<file path="src/rtl/core/murmur3_32_hash_top_defines.svh">
// Assertion macros for the hash block.
`ifndef MURMUR3_32_HASH_TOP_DEFINES_SVH
`define MURMUR3_32_HASH_TOP_DEFINES_SVH
`ifndef SYNTHESIS
// Check that the consequent holds whenever the antecedent holds.
`define MM3_ASSERT_IMPLIES(label, ante, cons) \
   label: assert property (@(posedge clock) disable iff (reset) (ante) |-> (cons)) \
      else $error("hash block: implication check failed");
// Check that the consequent holds in the cycle after the antecedent.
`define MM3_ASSERT_NEXT(label, ante, cons) \
   label: assert property (@(posedge clock) disable iff (reset) (ante) |=> (cons)) \
      else $error("hash block: next-cycle check failed");
`else
`define MM3_ASSERT_IMPLIES(label, ante, cons)
`define MM3_ASSERT_NEXT(label, ante, cons)
`endif
`endif

</file>
<file path="src/rtl/core/mm3_pkg.sv">
package mm3_pkg;

   localparam logic [31:0] C1         = 32'hcc9e2d51;
   localparam logic [31:0] C2         = 32'h1b873593;
   localparam logic [31:0] MIX_N      = 32'he6546b64;
   localparam logic [31:0] F1         = 32'h85ebca6b;
   localparam logic [31:0] F2         = 32'hc2b2ae35;
   localparam logic [31:0] SEED_RESET = 32'hffffffff;

   // datapath step codes
   localparam logic [2:0] OP_NONE = 3'd0;
   localparam logic [2:0] OP_K1   = 3'd1;
   localparam logic [2:0] OP_K2   = 3'd2;
   localparam logic [2:0] OP_MIX  = 3'd3;
   localparam logic [2:0] OP_FIN1 = 3'd4;
   localparam logic [2:0] OP_FIN2 = 3'd5;
   localparam logic [2:0] OP_FIN3 = 3'd6;

   typedef struct packed {
      logic       capture;
      logic [2:0] op;
   } dp_cmd_type;

   typedef struct packed {
      logic ends_key;
   } dp_sts_type;

endpackage

</file>
<file path="src/rtl/core/murmur3_32_hash_top.sv">
// MurmurHash3 x86_32 over keys streamed as little-endian 32-bit words.
// A full mid-key word runs accept, two multiplies and mix; a word that ends
// the key also runs the finalizer, all on the one shared 32x32 multiplier.
// A new word waits until the last one is through; rsp_valid rises after FIN3.
// Reset (synchronous, active high): seed returns to 0xffffffff, no key open,
// no result pending.
`include "murmur3_32_hash_top_defines.svh"

module murmur3_32_hash_top (
   input  logic        clock,
   input  logic        reset,
   // key word channel
   input  logic        req_valid,
   output logic        req_stall,
   input  logic [31:0] req_data_word,
   input  logic [2:0]  req_byte_count,
   input  logic        req_last_word,
   // result channel
   output logic        rsp_valid,
   input  logic        rsp_stall,
   output logic [31:0] rsp_hash_value,
   output logic [31:0] rsp_key_length,
   // seed register write
   input  logic        csr_valid,
   output logic        csr_ready,
   input  logic [31:0] csr_hash_seed
);

   mm3_pkg::dp_cmd_type cmd;
   mm3_pkg::dp_sts_type sts;

   // The seed register takes a write in any cycle; a running key keeps the
   // seed it loaded, the new one applies at the next key start.
   assign csr_ready = 1'b1;

   // Sequencer: accept a word only in idle, then step the shared multiplier
   // through scramble, mix and, when the key ends, the finalizer.
   mm3_ctrl u_ctrl (
      .clock     (clock),
      .reset     (reset),
      .req_valid (req_valid),
      .req_stall (req_stall),
      .rsp_valid (rsp_valid),
      .rsp_stall (rsp_stall),
      .sts       (sts),
      .cmd       (cmd)
   );

   // Datapath: seed, running hash, byte total and the result register.
   // The result register holds while the downstream side stalls, so the next
   // key's words are taken meanwhile.
   mm3_datapath u_datapath (
      .clock          (clock),
      .reset          (reset),
      .cmd            (cmd),
      .sts            (sts),
      .req_data_word  (req_data_word),
      .req_byte_count (req_byte_count),
      .req_last_word  (req_last_word),
      .csr_write      (csr_valid && csr_ready),
      .csr_hash_seed  (csr_hash_seed),
      .rsp_hash_value (rsp_hash_value),
      .rsp_key_length (rsp_key_length)
   );

   // An accepted word keeps the sequencer busy for the next cycle.
   `MM3_ASSERT_NEXT(a_busy_after_accept, req_valid && !req_stall, req_stall)
   // A new result is only produced by the finalizer, never from idle.
   `MM3_ASSERT_IMPLIES(a_result_from_busy, $rose(rsp_valid), $past(req_stall))

endmodule

</file>
<file path="src/rtl/core/mm3_ctrl.sv">
module mm3_ctrl (
   input  logic                clock,
   input  logic                reset,
   input  logic                req_valid,
   output logic                req_stall,
   output logic                rsp_valid,
   input  logic                rsp_stall,
   input  mm3_pkg::dp_sts_type sts,
   output mm3_pkg::dp_cmd_type cmd
);

   localparam logic [2:0] ST_IDLE = 3'd0;
   localparam logic [2:0] ST_K1   = 3'd1;
   localparam logic [2:0] ST_K2   = 3'd2;
   localparam logic [2:0] ST_MIX  = 3'd3;
   localparam logic [2:0] ST_FIN1 = 3'd4;
   localparam logic [2:0] ST_FIN2 = 3'd5;
   localparam logic [2:0] ST_FIN3 = 3'd6;

   logic [2:0] state_ff, state_in;
   logic       rsp_valid_ff, rsp_valid_in;
   logic       out_free;

   assign out_free  = !rsp_valid_ff || !rsp_stall;
   assign req_stall = (state_ff != ST_IDLE);
   assign rsp_valid = rsp_valid_ff;

   always_comb begin
      state_in    = state_ff;
      cmd.capture = 1'b0;
      cmd.op      = mm3_pkg::OP_NONE;
      case (state_ff)
         ST_IDLE: begin
            if (req_valid) begin
               cmd.capture = 1'b1;
               state_in    = ST_K1;
            end
         end
         ST_K1: begin
            cmd.op   = mm3_pkg::OP_K1;
            state_in = ST_K2;
         end
         ST_K2: begin
            cmd.op   = mm3_pkg::OP_K2;
            state_in = ST_MIX;
         end
         ST_MIX: begin
            cmd.op   = mm3_pkg::OP_MIX;
            state_in = sts.ends_key ? ST_FIN1 : ST_IDLE;
         end
         ST_FIN1: begin
            cmd.op   = mm3_pkg::OP_FIN1;
            state_in = ST_FIN2;
         end
         ST_FIN2: begin
            cmd.op   = mm3_pkg::OP_FIN2;
            state_in = ST_FIN3;
         end
         ST_FIN3: begin
            // hold until the result register is free
            if (out_free) begin
               cmd.op   = mm3_pkg::OP_FIN3;
               state_in = ST_IDLE;
            end
         end
         default: state_in = ST_IDLE;
      endcase
   end

   always_comb begin
      rsp_valid_in = rsp_valid_ff && rsp_stall;
      if (cmd.op == mm3_pkg::OP_FIN3) begin
         rsp_valid_in = 1'b1;
      end
   end

   always_ff @(posedge clock) begin
      if (reset) begin
         state_ff     <= ST_IDLE;
         rsp_valid_ff <= 1'b0;
      end else begin
         state_ff     <= state_in;
         rsp_valid_ff <= rsp_valid_in;
      end
   end

endmodule

</file>
<file path="src/rtl/core/mm3_datapath.sv">
module mm3_datapath (
   input  logic                clock,
   input  logic                reset,
   input  mm3_pkg::dp_cmd_type cmd,
   output mm3_pkg::dp_sts_type sts,
   input  logic [31:0]         req_data_word,
   input  logic [2:0]          req_byte_count,
   input  logic                req_last_word,
   input  logic                csr_write,
   input  logic [31:0]         csr_hash_seed,
   output logic [31:0]         rsp_hash_value,
   output logic [31:0]         rsp_key_length
);

   logic [31:0] seed_ff, seed_in;
   logic        key_open_ff, key_open_in;
   logic [31:0] word_ff, word_in;
   logic        full_ff, full_in;
   logic        last_ff, last_in;
   logic [31:0] h_ff, h_in;
   logic [31:0] k_ff, k_in;
   logic [31:0] total_ff, total_in;
   logic [31:0] hash_out_ff, hash_out_in;
   logic [31:0] len_out_ff, len_out_in;

   logic [2:0]  cnt;
   logic [31:0] mask;
   logic [31:0] mul_a, mul_b, prod;
   logic [31:0] fin_x, fin_y, mix_h;

   assign sts.ends_key   = !full_ff || last_ff;
   assign rsp_hash_value = hash_out_ff;
   assign rsp_key_length = len_out_ff;

   // clamp counts above four to a full word
   always_comb begin
      case (req_byte_count)
         3'd0:    begin cnt = 3'd0; mask = 32'h00000000; end
         3'd1:    begin cnt = 3'd1; mask = 32'h000000ff; end
         3'd2:    begin cnt = 3'd2; mask = 32'h0000ffff; end
         3'd3:    begin cnt = 3'd3; mask = 32'h00ffffff; end
         default: begin cnt = 3'd4; mask = 32'hffffffff; end
      endcase
   end

   assign fin_x = (h_ff ^ total_ff) ^ ((h_ff ^ total_ff) >> 16);
   assign fin_y = h_ff ^ (h_ff >> 13);
   assign mix_h = h_ff ^ k_ff;

   // one shared 32x32 multiplier, low word only
   always_comb begin
      case (cmd.op)
         mm3_pkg::OP_K2:   begin mul_a = {k_ff[16:0], k_ff[31:17]}; mul_b = mm3_pkg::C2; end
         mm3_pkg::OP_FIN1: begin mul_a = fin_x; mul_b = mm3_pkg::F1; end
         mm3_pkg::OP_FIN2: begin mul_a = fin_y; mul_b = mm3_pkg::F2; end
         default:          begin mul_a = word_ff; mul_b = mm3_pkg::C1; end
      endcase
      prod = mul_a * mul_b;
   end

   always_comb begin
      seed_in     = csr_write ? csr_hash_seed : seed_ff;
      key_open_in = key_open_ff;
      word_in     = word_ff;
      full_in     = full_ff;
      last_in     = last_ff;
      h_in        = h_ff;
      k_in        = k_ff;
      total_in    = total_ff;
      hash_out_in = hash_out_ff;
      len_out_in  = len_out_ff;
      if (cmd.capture) begin
         word_in     = req_data_word & mask;
         full_in     = (cnt == 3'd4);
         last_in     = req_last_word;
         h_in        = key_open_ff ? h_ff : seed_ff;
         total_in    = (key_open_ff ? total_ff : 32'd0) + {29'd0, cnt};
         key_open_in = 1'b1;
      end
      case (cmd.op)
         mm3_pkg::OP_K1: k_in = prod;
         mm3_pkg::OP_K2: k_in = prod;
         mm3_pkg::OP_MIX: begin
            if (full_ff) begin
               h_in = ({mix_h[18:0], mix_h[31:19]} << 2) + {mix_h[18:0], mix_h[31:19]}
                      + mm3_pkg::MIX_N;
            end else begin
               h_in = mix_h;
            end
         end
         mm3_pkg::OP_FIN1: h_in = prod;
         mm3_pkg::OP_FIN2: h_in = prod;
         mm3_pkg::OP_FIN3: begin
            hash_out_in = h_ff ^ (h_ff >> 16);
            len_out_in  = total_ff;
            key_open_in = 1'b0;
         end
         default: ;
      endcase
   end

   always_ff @(posedge clock) begin
      if (reset) begin
         seed_ff     <= mm3_pkg::SEED_RESET;
         key_open_ff <= 1'b0;
      end else begin
         seed_ff     <= seed_in;
         key_open_ff <= key_open_in;
      end
   end

   always_ff @(posedge clock) begin
      word_ff     <= word_in;
      full_ff     <= full_in;
      last_ff     <= last_in;
      h_ff        <= h_in;
      k_ff        <= k_in;
      total_ff    <= total_in;
      hash_out_ff <= hash_out_in;
      len_out_ff  <= len_out_in;
   end

endmodule

</file>
<file path="config.mk">
export PLATFORM = sky130hd
export DESIGN_NAME = murmur3_32_hash_top
export DESIGN_NICKNAME = d
export VERILOG_FILES = /design/src/rtl/core/mm3_pkg.sv /design/src/rtl/core/murmur3_32_hash_top.sv /design/src/rtl/core/mm3_ctrl.sv /design/src/rtl/core/mm3_datapath.sv
export VERILOG_INCLUDE_DIRS = /design/src /design/src/rtl/core
export SDC_FILE = /design/constraint.sdc
export NUM_CORES = 2
export LEC_CHECK = 0
export BUFFER_PORTS_ARGS = -buffer_cell sky130_fd_sc_hd__buf_4
export CORE_ASPECT_RATIO = 0.5
export CORE_MARGIN = 8
export CORE_UTILIZATION = 55
export CTS_BUF_LIST = sky130_fd_sc_hd__clkbuf_2
export DETAILED_ROUTE_END_ITERATION = 7
export HOLD_SLACK_MARGIN = 0.08
export PLACE_DENSITY = 0.74
export SLEW_MARGIN = 20
export SYNTH_ARGS = -nofsm -noshare
export SYNTH_HDL_FRONTEND = slang
export SYNTH_SLANG_ARGS = --single-unit
</file>
<file path="constraint.sdc">
create_clock -name clock -period 12.44 [get_ports clock]
set_clock_uncertainty 0.15 [all_clocks]
set_input_delay 2.488 -clock clock [delete_from_list [all_inputs] [get_ports clock]]
set_output_delay 2.488 -clock clock [all_outputs]
set_load 0.02 [all_outputs]
</file>
; Word-level counts from Yosys, hierarchy flattened
; Index checks and enable logic that the tools add are counted.
; Widths: inputs -> output; s select.
[totals]
ff_bits = 231
in_bits = 73
out_inout_bits = 67
elab_cells = 74
[op_classes]
n_addsub = 3
mul = 1
eq_ne = 19
muxes = 18
n_bitwise = 6
reduce_logical = 15
[ops]
columns = operator, n
row1 = $pmux 32 s3, 2
row2 = $mux 32, 4
row3 = $pmux 32 s4, 1
row4 = $pmux 32 s2, 1
row5 = $xor 32x16->32, 2
row6 = $xor 32x32->32, 2
row7 = $add 32x3->32, 1
row8 = $add 32x32->32, 1
row9 = $add 32x32->32 const B, 1
row10 = $and 32x32->32, 1
row11 = $mul 32x32->32, 1
row12 = $xor 32x19->32, 1
row13 = $eq 3x3->1 const B, 7
row14 = $pmux 3 s7, 1
row15 = $eq 3x2->1 const B, 6
row16 = $pmux 3 s6, 1
row17 = $mux 3, 4
row18 = $pmux 3 s4, 1
row19 = $eq 3x1->1 const B, 3
row20 = $logic_not 3->1, 2
row21 = $reduce_bool 3->1, 2
row22 = $reduce_or 2->1, 3
row23 = $reduce_and 2->1, 2
row24 = $logic_not 1->1, 3
row25 = 6 further kinds, 9

; Logic depth before layout (Yosys ltp)
[logic_depth]
ltp_word = 8
mapped_depth = 37
ltp_nobuf = 36

; Modules after synthesis
; A second synthesis with hierarchy kept.
[hier_totals]
hier_cells = 2731
area_unflattened_um2 = 27226.1
[by_module_without_submodules]
columns = mod, n_inst, cells_per_inst, area_per_inst_um2, seq_area_each_um2
row1 = mm3_datapath, 1, 2704, 27004.6, 6486.2
row2 = mm3_ctrl, 1, 25, 210.2, 80.1
row3 = murmur3_32_hash_top, 1, 2, 11.3, 0.0

; Least setup slack after synthesis
; OpenSTA, ideal clock, no wires.
[synth_timing]
kind = flip-flop to flip-flop
start = register u_ctrl.state_ff[1]
end = register u_datapath.h_ff[31] (data pin)
setup_ns = 0.261
t_arrival_ns = 8.390
required_time_ns = 12.029
path_slack_ns = 3.639
path_stages_with_launch = 33
path_buffers = 4
period_less_slack_ns = 8.801
path_cell_list = dfxtp_1 -> buf_4 -> nor3b_4 -> buf_2 -> clkbuf_1 -> clkbuf_1 -> nand2_1 -> nand3_1 -> o21ai_0 -> inv_1 -> nand2_1 -> fa_1 -> inv_1 -> fa_1 -> inv_1 -> fa_1 -> inv_1 -> fa_1 -> inv_1 -> fa_1 -> fa_1 -> fa_1 -> fa_1 -> xnor2_1 -> xnor2_1 -> xnor2_1 -> xnor2_1 -> xnor2_1 -> xnor3_1 -> xnor3_1 -> xnor3_1 -> xor2_1 -> a221o_1
[synth_via]
elab_chain_cells = 6
word_cells_on_any_way = 16
cone_classes = mul: 1 / eq/ne: 10 / mux: 4 / reduce/logical: 1
[synth_lines]
columns = element, line
row1 = "start, declared", mm3_ctrl.sv:20  ; logic [2:0] state_ff, state_in;
row2 = "start signal, assigned", mm3_ctrl.sv:82  ; state_ff <= state_in;
row3 = $eq 3x3->1 (tied with other cells), mm3_ctrl.sv:32  ; case (state_ff)
row4 = $pmux 3 s6 *, mm3_ctrl.sv:32
row5 = $eq 3x3->1 or $eq 3x2->1 (tied branches), mm3_datapath.sv:52  ; case (cmd.op)
row6 = $pmux 32 s3, mm3_datapath.sv:52
row7 = $mul 32x32->32 *, mm3_datapath.sv:58  ; prod = mul_a * mul_b;
row8 = via u_datapath.prod[31], mm3_datapath.sv:28  ; logic [31:0] mul_a, mul_b, prod;
row9 = $pmux 32 s2 *, mm3_datapath.sv:80  ; case (cmd.op)
row10 = via u_datapath.h_in[31], mm3_datapath.sv:20  ; logic [31:0] h_ff, h_in;
row11 = "end signal, assigned", mm3_datapath.sv:116  ; h_ff <= h_in;
row12 = "end, declared", mm3_datapath.sv:20
; The timed path passes the listed nets; every way through them passes the cells marked *.
; A chain may end at the register's enable or synchronous reset.

; Worst setup path in the final report
[layout_timing]
start = register u_datapath.h_ff[18]
end = register u_datapath.h_ff[31] (data pin)
[layout_via]
elab_chain_cells = 5
word_cells_on_any_way = 10
cone_classes = add/sub: 2 / mul: 1 / mux: 3 / bitwise: 4
[layout_lines]
columns = element, line
row1 = $xor 32x32->32, mm3_datapath.sv:46  ; assign fin_x = (h_ff ^ total_ff) ^ ((h_ff ^ total_ff) >> 16);
row2 = $xor 32x16->32, mm3_datapath.sv:46
row3 = $pmux 32 s3 *, mm3_datapath.sv:52
row4 = $mul 32x32->32 *, mm3_datapath.sv:58
row5 = via u_datapath.prod[31], mm3_datapath.sv:28
row6 = $pmux 32 s2 *, mm3_datapath.sv:80
row7 = via u_datapath.h_in[31], mm3_datapath.sv:20
; Marked as above.

==> results by stage <==
Critical path:
- Setup slack on the worst reg-to-reg path comes out at 1.55 ns.
- The cell at the slowest stage of the critical path is sky130_fd_sc_hd__a21oi_1.
- In this design, the stage delay of the slowest critical-path cell is 0.67 ns.
- The launching point of the worst reg2reg path is u_datapath.h_ff[18]$_DFFE_PP_.
- STA puts the critical path data arrival time at 11.43 ns.
- The worst register-to-register path ends at u_datapath.h_ff[31]$_DFFE_PP_.
- The type of the worst setup path is flop to flop.
- The logic depth of the worst register-to-register path is 33.
- The required time of the critical path is 12.97 ns.
- The type of origin of the critical path is a flop.
- Along the worst path, the maximum fanout reaches 7.
- The element type at the critical path end is a flop.

Floorplanning:
- The I/O pin count is 140.
- In this run the horizontal extent of the chip is 330 µm.
- The effective utilization at floorplan is 55.7%.
- The floorplan has 57 rows.
- The die footprint is 0.0571 mm².
- The placeable core region is 0.0486 mm².
- The chip height is 173 µm.

STA:
- For this run, the top clock speed supported by timing is 91.8 MHz.
- The least setup slack across all paths after layout is approximately 1.5 ns.
- The hold violation total from the final report is 0.
- Setup violations remaining at the end of the flow were counted as 0.
- The worst path uses 87.6% of the clock period.
- The relative max-transition margin is 20.5%.
- The shortest period the worst path allows is 10.89 ns.
- The setup TNS is 0 ns.
- At the pin with the least slew margin, the transition time is approximately 1.2 ns.
- The final max-slew violation count is 0.
- Setup repair after global routing left no endpoint under its margin.

Clocking:
- The clock passes through at most 3 buffers.
- The later pin in the worst-skew pair is clocked with a latency of a little under 1 ns.
- The number of hold buffers added after CTS was 0.
- The clock slew at the register clock pins of the worst setup and hold paths is 0.13 ns.
- The number of CTS-inserted buffers is 52.
- The maximum level of the CTS H-tree is 2.
- The number of buffers inserted by post-CTS setup repair is 0.
- CTS placed an instance of sky130_fd_sc_hd__clkbuf_2 at the clock tree root.
- Once the clock tree was built, the resizer swapped 0 gates to a different size.
- The number of clock sinks seen by CTS is 231.
- TritonCTS built the clock tree.

Global route:
- The global router's overall resource usage is between 30% and 40%.
- The total grt overflow is 0.
- The first-pass GRT wire length is 154 mm.
- The via count of the first global-routing pass is 21,500.
- The initial antenna violation count is 6.
- Entering global routing, the biggest net connects 65 pins.

Logic synthesis:
- The average cell area after synthesis is 9.98 µm².
- Counting every instance in the synthesized netlist gives 2,717.
- The compound-gate portion of the synthesized area is under 10%.
- When the netlist entered floorplanning its net count stood at 3,380.
- After synthesis, the share of cell area in mux cells is 0.341%.
- The netlist uses 77 different library cells.
- The simple-gate area share of the yosys netlist is 10.3%.
- The number of enable flip-flop cells after synthesis is 194.
- Summing the sequential cell areas from Yosys gives 24.2% of the chip area.
- The XOR/XNOR share of the synthesized area is 8.30%.
- Among all flip-flop cells after synthesis, the most frequent one is sky130_fd_sc_hd__edfxtp_1.
- The share of synthesized cell area in full adder, half adder and majority cells is 38.2%.
- In the synthesized netlist the async set-or-reset flop fraction comes to 0%.
- After synthesis, the largest family of logic cells by area is adder cells.
- After synthesis the netlist holds a flip-flop and latch count of 231.
- The cell area that synthesis handed to floorplanning was about 0.027 mm².
- For this run, the number of Yosys warnings is 0.

Place:
- The post-placement worst setup slack is 1.94 ns.
- At the end of routability-driven placement, the weighted congestion stood at 1.08.
- During placement, the flow inserted port buffers numbering between 100 and 150.
- The half-perimeter wire length after placement is 91.3 mm.

Drt:
- Summed over all layers, the routed wires come to 107 mm.
- The total DRC errors in the routed layout is 0.
- The routed length per placed instance is 30.4 µm.
- The first detailed-routing pass ran for 8 iterations.
- Dividing the detail-routed via count by the number of cells gives 5.92.
- The first-iteration detailed-routing DRC count is 2,837.
- The remaining antenna violation count after routing is 0.
- For this block, the via count after detailed routing is 20,900.

Flow run:
- The tool flagged a number of max-cap violations equal to 0.

Finish:
- The library cell used most frequently in the layout, excluding fill and tap cells, is sky130_fd_sc_hd__inv_1.
- The top cell types in the final layout, fill and taps aside, are sky130_fd_sc_hd__inv_1 (603), sky130_fd_sc_hd__fa_1 (398), sky130_fd_sc_hd__nand2_1 (210), sky130_fd_sc_hd__edfxtp_1 (194), sky130_fd_sc_hd__ha_1 (192).
- Compared with the post-synthesis result, the final layout area differs by 8.31%.
- The post-layout net count is 3,508.
- The share of post-route cells with drive strength above 1 is between 10% and 20%.

Status:
- The flow ran to the end, and the final reports show no timing, DRC or antenna violations.

Min path:
- The start point of the worst hold path is u_datapath.total_ff[2]$_DFFE_PP_.
- The cell count of the worst hold path is 0.
- The worst min-delay path category is flop to flop.
- The hold-critical path endpoint is u_datapath.rsp_key_length[2]$_DFFE_PP_.
-- per-layer routing --
layer,GRT usage (%),routed length (µm)
met1,54.1,43500
met2,51.6,42600
met3,15.9,17600
met4,10.8,3780
met5,0,9
-- logic make-up (layout without fill, tap and decap cells) --
family          Yosys count  count (layout)
buf+inv                 705             875
simple gates            592             592
fa+ha+maj               590             590
compound gates          348             348
xor+xnor                241             241
flops                   231             231
mux                       9               9
other cells               1               3
-- flip-flops by register name, summed over array words and instances (netlist names) --
register                   count
u_datapath.rsp_hash_value     32
u_datapath.key_open_ff         1
u_ctrl.rsp_valid               1
u_datapath.h_ff               32
u_datapath.last_ff             1
u_datapath.seed_ff            32
u_datapath.rsp_key_length     32
u_datapath.word_ff            32
u_datapath.k_ff               32
u_datapath.total_ff           32
u_ctrl.state_ff                3
u_datapath.full_ff             1
-- stage by stage --
step	instances	hold WS (ns)	cell area (µm²)	utilization (%)
after floorplan	2717	0.271	27100	-
after global placement	3440	0.350	28800	59.3
after detailed placement	3440	0.365	28800	59.3
after CTS	3536	0.403	29300	60.3
after global routing	3537	0.417	29400	60.4
final	3538	0.419	29400	60.4
-- layout make-up --
class,instances,area [µm²]
antenna,2,5.00
sequential,231,6570
fill,4293,19300
tap,649,812
timing repair buffer,169,1270
clock buffer,82,410
inverter,610,2290
multi-input combinational,1781,17900
clock inverter,14,97.6
-- worst max path at each step --
stage	startpoint	end	slack, ns	cells past startpoint
6_report	u_datapath.h_ff[18]$_DFFE_PP_	u_datapath.h_ff[31]$_DFFE_PP_	1.55	33
5_1_grt	u_datapath.h_ff[18]$_DFFE_PP_	u_datapath.h_ff[31]$_DFFE_PP_	1.26	33
2_1_floorplan	u_ctrl.state_ff[1]$_SDFFE_PP0P_	u_datapath.h_ff[31]$_DFFE_PP_	3.64	32
3_3_place_gp	u_datapath.h_ff[18]$_DFFE_PP_	u_datapath.h_ff[31]$_DFFE_PP_	1.93	33
4_1_cts	u_datapath.h_ff[18]$_DFFE_PP_	u_datapath.h_ff[31]$_DFFE_PP_	1.89	33
3_5_place_dp	u_datapath.h_ff[18]$_DFFE_PP_	u_datapath.h_ff[31]$_DFFE_PP_	1.94	33
-- cells in the mapped netlist (4+ instances only) --
library cell               count  area, µm²
sky130_fd_sc_hd__inv_1       604       2270
sky130_fd_sc_hd__fa_1        398       7970
sky130_fd_sc_hd__nand2_1     210        788
sky130_fd_sc_hd__edfxtp_1    194       5830
sky130_fd_sc_hd__ha_1        192       2400
sky130_fd_sc_hd__nor2_1      153        574
sky130_fd_sc_hd__xnor2_1     143       1250
sky130_fd_sc_hd__xor2_1       87        762
sky130_fd_sc_hd__a21oi_1      79        395
sky130_fd_sc_hd__o21ai_0      74        370
sky130_fd_sc_hd__nor2b_1      66        413
sky130_fd_sc_hd__clkbuf_1     61        229
sky130_fd_sc_hd__a211o_1      37        324
sky130_fd_sc_hd__dfxtp_1      37        741
sky130_fd_sc_hd__and2_1       36        225
sky130_fd_sc_hd__a21o_1       35        263
sky130_fd_sc_hd__nand3_1      33        165
sky130_fd_sc_hd__nand2b_1     20        125
sky130_fd_sc_hd__a22oi_1      17        128
sky130_fd_sc_hd__buf_2        16       80.1
sky130_fd_sc_hd__nor3_1       15       75.1
sky130_fd_sc_hd__a221o_1      13        130
sky130_fd_sc_hd__nand4_1      12       75.1
sky130_fd_sc_hd__a21boi_0     11       82.6
sky130_fd_sc_hd__buf_1        11       41.3
sky130_fd_sc_hd__a31oi_1      10       62.6
sky130_fd_sc_hd__o211ai_1     10       75.1
sky130_fd_sc_hd__o21a_1       10       75.1
sky130_fd_sc_hd__a211oi_1      9       67.6
sky130_fd_sc_hd__and3_1        8       50.1
sky130_fd_sc_hd__o21bai_1      8       60.1
sky130_fd_sc_hd__or2_2         8       50.1
sky130_fd_sc_hd__or3_1         8       50.1
sky130_fd_sc_hd__xnor3_1       8        180
sky130_fd_sc_hd__buf_4         7       52.6
sky130_fd_sc_hd__mux2i_1       7       70.1
sky130_fd_sc_hd__o22ai_1       6       37.5
sky130_fd_sc_hd__inv_2         5       18.8
sky130_fd_sc_hd__nor2_2        4       25.0
-- critical path, delay by kind of cell (launching register included) --
kind                       cells  cell delay, ns
adders and majority gates      9            3.91
AOI/OAI and AO/OA             11            3.24
xor gates and xnor gates       3            1.12
and+or+nand+nor                4            0.83
buffers and inverters          6            0.78
DFF                            1            0.65
Power is not shown: default switching activity piles up to over one toggle a cycle in this logic, so the estimate is an artifact.
